==> config.mk <==
export PLATFORM = sky130hd
export DESIGN_NAME = lrc_cell
export DESIGN_NICKNAME = d
export VERILOG_FILES = /design/src/design/lrc_pkg.sv /design/src/design/lrc_cell.sv
export SDC_FILE = /design/constraint.sdc
export NUM_CORES = 1
export LEC_CHECK = 0
export ABC_AREA = 1
export BUFFER_PORTS_ARGS = -buffer_cell sky130_fd_sc_hd__buf_4
export CAP_MARGIN = 20
export CORE_UTILIZATION = 39
export DETAILED_ROUTE_END_ITERATION = 10
export PLACE_DENSITY = 0.66
export SLEW_MARGIN = 20
export SYNTH_ARGS = -nofsm -noshare
export SYNTH_HDL_FRONTEND = slang
export SYNTH_SLANG_ARGS = --single-unit
==> constraint.sdc <==
create_clock -name clk -period 2.4 [get_ports clk]
set_input_delay 0.24 -clock clk [delete_from_list [all_inputs] [get_ports clk]]
set_output_delay 0.24 -clock clk [all_outputs]
set_load 0.02 [all_outputs]
==> src/design/lrc_pkg.sv <==
// ----------------------------------------------------------------------------
// lrc_pkg
// Shared types and codes for the true-LRU replacement cache: search chain
// link, update broadcast and entry class codes.
// ----------------------------------------------------------------------------
package lrc_pkg;

  // entry class seen by the search chain, higher wins
  localparam logic [1:0] CLS_VALID = 2'b00;
  localparam logic [1:0] CLS_EMPTY = 2'b01;
  localparam logic [1:0] CLS_HIT   = 2'b10;

  typedef enum logic [1:0] {
    K_NONE  = 2'b00,
    K_HIT   = 2'b01,
    K_FILL  = 2'b10,
    K_EVICT = 2'b11
  } kind_t;

  typedef struct packed {
    logic       tok;
    logic       found;
    logic [1:0] cls;
  } link_t;

  typedef struct packed {
    logic  go;
    kind_t kind;
  } upd_t;

endpackage

==> src/design/lrc_cell.sv <==
// ----------------------------------------------------------------------------
// lrc_cell
// One cache entry: key, valid flag and LRU age, plus one stage of the search
// chain that carries the best candidate so far towards the last entry.
// ----------------------------------------------------------------------------
module lrc_cell #(
  parameter int IDX_W    = 6,
  parameter int KEY_BITS = 16
) (
  input  logic                 clk,
  input  logic                 rst_n,
  input  logic [IDX_W-1:0]     index,
  input  logic                 active,
  input  logic [KEY_BITS-1:0]  key,
  input  lrc_pkg::link_t       link_in,
  input  logic [IDX_W-1:0]     bidx_in,
  input  logic [IDX_W-1:0]     bage_in,
  input  logic [KEY_BITS-1:0]  bkey_in,
  output lrc_pkg::link_t       link_out,
  output logic [IDX_W-1:0]     bidx_out,
  output logic [IDX_W-1:0]     bage_out,
  output logic [KEY_BITS-1:0]  bkey_out,
  input  lrc_pkg::upd_t        upd,
  input  logic [IDX_W-1:0]     upd_slot,
  input  logic [IDX_W-1:0]     upd_age,
  input  logic [KEY_BITS-1:0]  upd_key,
  input  logic [IDX_W-1:0]     age_max
);
  import lrc_pkg::*;

  logic [KEY_BITS-1:0] key_r, key_nxt;
  logic                valid_r, valid_nxt;
  logic [IDX_W-1:0]    age_r, age_nxt;
  link_t               link_r, link_nxt;
  logic [IDX_W-1:0]    bidx_r, bidx_nxt;
  logic [IDX_W-1:0]    bage_r, bage_nxt;
  logic [KEY_BITS-1:0] bkey_r, bkey_nxt;

  logic       match;
  logic [1:0] cls;
  logic       better;
  logic       is_me;
  logic       can_age;

  assign match = valid_r && (key_r == key);
  assign cls   = match ? CLS_HIT : (!valid_r ? CLS_EMPTY : CLS_VALID);

  // strictly better only, so the lowest slot wins a tie
  assign better = active && (!link_in.found || (cls > link_in.cls) ||
                  ((cls == link_in.cls) && (cls == CLS_VALID) && (age_r > bage_in)));

  always_comb begin
    link_nxt.tok   = link_in.tok;
    link_nxt.found = link_in.found | active;
    link_nxt.cls   = better ? cls : link_in.cls;
    bidx_nxt       = better ? index : bidx_in;
    bage_nxt       = better ? age_r : bage_in;
    bkey_nxt       = better ? key_r : bkey_in;
  end

  assign is_me   = (index == upd_slot);
  assign can_age = valid_r && (age_r < age_max);

  always_comb begin
    key_nxt   = key_r;
    valid_nxt = valid_r;
    age_nxt   = age_r;
    if (upd.go && active) begin
      case (upd.kind)
        K_HIT: begin
          if (is_me) begin
            age_nxt = '0;
          end else if (can_age && (age_r < upd_age)) begin
            age_nxt = age_r + 1'b1;
          end
        end
        K_FILL: begin
          if (is_me) begin
            key_nxt   = upd_key;
            valid_nxt = 1'b1;
            age_nxt   = '0;
          end else if (can_age) begin
            age_nxt = age_r + 1'b1;
          end
        end
        K_EVICT: begin
          if (is_me) begin
            key_nxt = upd_key;
            age_nxt = '0;
          end else if (can_age && (age_r < upd_age)) begin
            age_nxt = age_r + 1'b1;
          end
        end
        default: begin
          age_nxt = age_r;
        end
      endcase
    end
  end

  always_ff @(posedge clk) begin
    if (!rst_n) begin
      valid_r <= 1'b0;
      age_r   <= '0;
      link_r  <= '0;
    end else begin
      valid_r <= valid_nxt;
      age_r   <= age_nxt;
      link_r  <= link_nxt;
    end
  end

  always_ff @(posedge clk) begin
    key_r  <= key_nxt;
    bidx_r <= bidx_nxt;
    bage_r <= bage_nxt;
    bkey_r <= bkey_nxt;
  end

  assign link_out = link_r;
  assign bidx_out = bidx_r;
  assign bage_out = bage_r;
  assign bkey_out = bkey_r;

endmodule

======== Word level (Yosys, flattened, before mapping) ========
Cells that the tools add are included.
storage, ports and cells
  output and inout bits ................... 32
  flip-flop bits (word level) ............. 55
  word-level logic and storage cells ...... 51
  bits of input ports ..................... 94
cells by class
  $lt $le $gt $ge ......................... 4
  multiplexer cells ....................... 11
  reduce and logical (&&, ||, !) cells .... 17
  equal/unequal tests ..................... 8
  bitwise gates (word level) .............. 1
  add/subtract/negate cells ............... 1
operator list
  cell                                            count
  two-way mux 6 bit                               6
  == test 16 bit                                  1
  two-way mux 16 bit                              1
  less-than comparator 6 bit                      2
  case mux 6 bit (2 select lines)                 1
  logical AND 1 bit                               7
  adder 6 x 1 -> 6 bit (second input constant)    1
  == test 6 bit                                   1
  greater-than comparator 6 bit                   1
  AND reduction 3 bit                             2
  == test 2 bit (second input constant)           2
  two-way mux 2 bit                               2
  AND reduction 4 bit                             1
  OR reduction 2 bit                              2
  != test 3 x 1 -> 1 bit (second input constant)  1
  != test 3 bit (second input constant)           1
  == test 2 x 1 -> 1 bit (second input constant)  1
  == test 2 bit                                   1
  greater-than comparator 2 bit                   1
  zero test 2 bit                                 1
  logical OR 1 bit                                2
  nonzero test 2 bit                              1
  zero test 1 bit                                 1
  two-way mux 1 bit                               1
  bitwise OR 1 bit                                1

======== Depth between registers and ports, before layout ========
  word-level depth ........................ 9
  mapped depth ............................ 19
  depth with buffers taken out ............ 18

======== Worst setup path before layout ========
Ideal clock, no wire load.
  path type ............................... reg-to-reg
  from .................................... register key_r[6]
  to ...................................... register bkey_r[10], in the netlist bkey_out[10]
  path buffers ............................ 1
  setup time .............................. 0.113 ns
  stages on the path, launching flop included .. 16
  data required time ...................... 2.287 ns
  setup slack ............................. 0.442 ns
  arrival ................................. 1.845 ns
  period minus slack after synthesis ...... 1.958 ns
  cells stage by stage .................... edfxtp_1 -> nand2_1 -> nand2_1 -> nor2_1 -> nand2_1 -> nor2_2 -> nand3_1 -> inv_1 -> ha_1 -> inv_1 -> o21bai_1 -> a21boi_0 -> nand2_2 -> nand2_4 -> buf_6 -> o21ai_2
between the ends
  longest elaborated chain between the ends .. 9
  elaborated cells between the ends (all ways) .. 12
  classes of those cells .................. order compare: 1; eq/ne: 2; mux: 2; reduce/logical: 7
RTL lines
  element                                                  RTL line         RTL
  start, declared                                          lrc_cell.sv:31   logic [KEY_BITS-1:0] key_r, key_nxt;
  start signal, assigned                                   lrc_cell.sv:114  key_r <= key_nxt;
  == test 16 bit *                                         lrc_cell.sv:45   assign match = valid_r && (key_r == key);
  logical AND 1 bit *                                      lrc_cell.sv:45
  two-way mux 2 bit *                                      lrc_cell.sv:46   assign cls = match ? CLS_HIT : (!valid_r ? CLS_EMPTY : CLS_VALID);
  == test 2 bit / zero test 2 bit (equally long branches)  lrc_cell.sv:50   ((cls == link_in.cls) && (cls == CLS_VALID) && (age_r > bage_in)));
  logical AND 1 bit (2 in a row)                           lrc_cell.sv:50
  logical OR 1 bit *                                       lrc_cell.sv:49   assign better = active && (!link_in.found || (cls > link_in.cls) ||
  logical AND 1 bit *                                      lrc_cell.sv:49
  two-way mux 16 bit *                                     lrc_cell.sv:58   bkey_nxt = better ? key_r : bkey_in;
  via bkey_nxt[10]                                         lrc_cell.sv:37   logic [KEY_BITS-1:0] bkey_r, bkey_nxt;
  end signal, assigned                                     lrc_cell.sv:117  bkey_r <= bkey_nxt;
  end, declared                                            lrc_cell.sv:37
Mark *: on every way through the listed nets, which the timed path passes. The rest lies on a longest branch.
A chain may end at the register's enable or synchronous reset.

======== Final worst setup path ========
  from .................................... register key_r[8]
  to ...................................... register bkey_r[8], in the netlist bkey_out[8]
between the ends
  longest elaborated chain between the ends .. 9
  elaborated cells between the ends (all ways) .. 12
  classes of those cells .................. order compare: 1; eq/ne: 2; mux: 2; reduce/logical: 7
RTL lines
  element                                                  RTL line
  == test 16 bit                                           lrc_cell.sv:45
  logical AND 1 bit                                        lrc_cell.sv:45
  two-way mux 2 bit                                        lrc_cell.sv:46
  == test 2 bit / zero test 2 bit (equally long branches)  lrc_cell.sv:50
  logical AND 1 bit (2 in a row)                           lrc_cell.sv:50
  logical OR 1 bit                                         lrc_cell.sv:49
  logical AND 1 bit                                        lrc_cell.sv:49
  two-way mux 16 bit *                                     lrc_cell.sv:58
  via bkey_nxt[8]                                          lrc_cell.sv:37
Marked as above.

==> flow_metrics.env <==
export IMPL_outcome="finished, final reports clean"
export IMPL_ant_nets=0
export IMPL_cp_endpoint="bkey_out[8]"
export IMPL_die_height_um=89.44
export IMPL_critical_path_class="register to register"
export IMPL_dpl_instance_area_mm2=0.004011
export IMPL_async_flop_share_pct=0
export IMPL_place_ws_ns=0.1301
export IMPL_required_ns=2.65
export IMPL_worstSetupPathDepth=17
export IMPL_syn_area_mm2=0.002982
export IMPL_crit_fanout=11
export IMPL_htreeDepth=2
export IMPL_antenna_found_initial=0
export IMPL_worst_slack_ns=0.2038
export IMPL_vias_per_cell=4.505
export IMPL_multi_input_area_mm2=0.001416
export IMPL_start_util_pct=40.67
export IMPL_rows=31
export IMPL_path_cells="nand2_1 > nand2_1 > nor2_1 > nand2_1 > nor2_2 > nand3_2 > inv_2 > ha_4 > nand2_2 > nor2_2 > nand2_1 > nor2_1 > nand2_1 > nand2_4 > nand2_8 > clkbuf_16 > o21ai_2"
export IMPL_fin_nets=641
export IMPL_clockBufferDepth=2
export IMPL_globalRoute_totalOverflow=0
export IMPL_postCtsHoldBufs=0
export IMPL_crit_path_top_delay_cell="edfxtp_1"
export IMPL_period_share_pct=91.51
export IMPL_wl_um=7426
export IMPL_dr_total_vias=2829
export IMPL_clk_pin_slew_ns=0.10
export IMPL_layout_area_seq_mm2=0.001261
export IMPL_ys_flop_type="dfxtp_1"
export IMPL_syn_avg_cell_area_um2=7.568
export IMPL_cp_num_buf_inv=2
export IMPL_synthToLayoutAreaGrowth_pct=42.55
export IMPL_r2r_start="key_r[8]"
export IMPL_diodes=0
export IMPL_grt_util_all_layers_pct=17.69
export IMPL_r2r_worst_path_cells=17
export IMPL_fin_skew_ns=0.008403
export IMPL_syn_nets=507
export IMPL_synth_edf_count=16
export IMPL_path_delay_family="simple AND/OR/NAND/NOR gates"
export IMPL_synth_cell_types=27
export IMPL_r2r_end="bkey_out[8]"
export IMPL_p_total_uw=2044
export IMPL_die_w_um=89.44
export IMPL_drtIter0Drc=70
export IMPL_hold_class="input pin to register"
export IMPL_cap_violations=0
export IMPL_synth_top_area_share_pct=26.19
export IMPL_cts_tree="built"
export IMPL_report_final_slew_viol_count=0
export IMPL_yosysWarnings=0
export IMPL_power_leakage_uw=0.002292
export IMPL_setup_viol=0
export IMPL_critPathLaunchType="register"
export IMPL_fillCellCount=662
export IMPL_finalInstanceArea_mm2=0.004250
export IMPL_dp_cells=614
export IMPL_cts_buffers=5
export IMPL_layout_drive_gt1_share_pct=35.54
export IMPL_io_buffers=125
export IMPL_clkLatencyLatePin_ns=0.31
export IMPL_fp_dieArea_mm2=0.007999
export IMPL_worstMarginPinSlew_ns=0.3555
export IMPL_post_drt_wl_per_cell_um=11.82
export IMPL_netlist_instances=394
export IMPL_cts_root_buf="clkbuf_8"
export IMPL_stdcell_count=628
export IMPL_end_kind="register"
export IMPL_r2r_setup_slack_ns=0.20
export IMPL_dpl_hpwl_um=5545
export IMPL_crit_start="key_r[8]"
export IMPL_ys_seq_area_share_pct=42.30
export IMPL_p_per_area_mw_per_mm2=480.9
export IMPL_ys_seq_elements=55
export IMPL_critical_path_arrival_ns=2.45
export IMPL_fmax_mhz=455.3
export IMPL_ir_drop_mv=0.2513
export IMPL_firstDrtPassIters=4
export IMPL_cpMostUsedCell="nand2_1"
export IMPL_final_util_pct=57.98
export IMPL_io_pins=126
export IMPL_first_global_vias=2505
export IMPL_yosys_area_top_type="dfxtp_1"
export IMPL_drt_drc_violations_left=0
export IMPL_place_congestion=0.7694
export IMPL_core_area_mm2=0.007331
export IMPL_grt_pass1_wl_um=10740
export IMPL_final_hold_viol_count=0
export IMPL_slew_headroom_pct=76.27
export IMPL_min_period_ns=2.196
export IMPL_clock_sinks=55
export IMPL_slowest_delay_ns=0.41
export IMPL_grt_max_degree=29
export IMPL_synth_top_cells_by_area="dfxtp_1 (26%), nand2_1 (17%), edfxtp_1 (16%), inv_1 (8.3%), ha_1 (8.0%)"
-- what timing repair did --
action / CTS / global route
setup buffers: 0 / 3
setup endpoints to repair: 0 / 28
gates resized for setup: 0 / 15
-- logic make-up after synthesis --
family	Yosys count	share of synthesized area [%]
DFF	55	42.30
xor gates and xnor gates	5	1.469
buffers and inverters	79	11.88
and+or+nand+nor	201	27.49
AOI/OAI and AO/OA	35	8.896
adders and majority gates	19	7.973
-- report_power, final --
part | switching [uW] | internal (uW)
Sequential | 13.8 | 1000
Combinational | 214 | 232
Clock | 314 | 270
Total | 542 | 1500
-- synth_stat cells (2+ instances only) --
master    instances
clkbuf_1          2
nor2_1           36
nand3_1          19
o21ai_2          22
a21oi_1           9
ha_1             19
nand2_1         134
xor2_1            4
inv_1            66
edfxtp_1         16
inv_2             5
dfxtp_1          39
buf_6             4
nand2_2           4
nand4_1           3
-- sequential cells by signal, summed over array words and instances (netlist names) --
signal / count
age_r: 6
bage_out: 6
bidx_out: 6
bkey_out: 16
key_r: 16
link_out: 4
valid_r: 1
-- metal layers --
metal  GRT usage, %  vias to the layer above  part of all wire (%)
met2          31.23                       89                    48
met1          21.36                     1259                    44
met5              0                        -                     0
met4          5.628                        0                   1.4
li1               -                     1473                     -
met3          3.970                        8                   6.6
-- stage by stage --
stage	TNS, ns	hold slack (ns)
floorplan	0	0.3376
global placement	0	0.4188
detailed placement	0	0.4193
CTS	0	0.08660
global route	-0.2939	0.07581
finish	0	0.09405
-- layout by cell type, fill, tap and decap left out --
| master | instances |
|---|---|
| a21boi_2 | 1 |
| a21o_1 | 1 |
| a21oi_1 | 9 |
| buf_12 | 2 |
| buf_4 | 130 |
| buf_6 | 1 |
| clkbuf_1 | 1 |
| clkbuf_16 | 3 |
| clkbuf_8 | 5 |
| clkinvlp_4 | 1 |
| dfxtp_1 | 39 |
| edfxtp_1 | 16 |
| ha_1 | 18 |
| ha_4 | 1 |
| inv_1 | 62 |
| inv_2 | 9 |
| nand2_1 | 132 |
| nand2_2 | 5 |
| nand2_4 | 1 |
| nand2_8 | 1 |
| nand3_1 | 18 |
| nand3_2 | 1 |
| nand4_1 | 3 |
| nor2_1 | 34 |
| nor2_2 | 2 |
| nor2_4 | 1 |
| nor3b_2 | 1 |
| o21ai_1 | 1 |
| o21ai_2 | 22 |
| o21bai_1 | 1 |
| or2_1 | 1 |
| or2_2 | 1 |
| xnor2_1 | 1 |
| xor2_1 | 4 |
-- worst register-to-register path, stage by stage, from the launching register on --
cell	delay, ns
edfxtp_1	0.41
nand2_1	0.09
nand2_1	0.05
nor2_1	0.11
nand2_1	0.08
nor2_2	0.14
nand3_2	0.10
inv_2	0.07
ha_4	0.13
nand2_2	0.06
nor2_2	0.11
nand2_1	0.05
nor2_1	0.09
nand2_1	0.10
nand2_4	0.12
nand2_8	0.09
clkbuf_16	0.19
o21ai_2	0.13
-- layout make-up --
| type | count | area share, % |
|---|---|---|
| flip-flops and latches | 55 | 29.67 |
| multi-input cells | 260 | 33.32 |
| clock buffers | 7 | 2.296 |
| well taps | 99 | 2.914 |
| clock inverters | 1 | 0.1766 |
| inverters | 71 | 6.270 |
| repair buffers | 135 | 25.35 |
-- worst min path at each step --
stage	startpoint	to	slack, ns	cells past startpoint
finish	upd_key[15]	key_r[15]	0.09	1
CTS	upd_key[4]	key_r[4]	0.09	1
detailed placement	upd_key[4]	key_r[4]	0.42	1
global route	upd_key[7]	key_r[7]	0.08	1
floorplan	link_in[3]	link_out[3]	0.34	2
global placement	upd_key[15]	key_r[15]	0.42	1
Power figures use the tool's default switching activity.
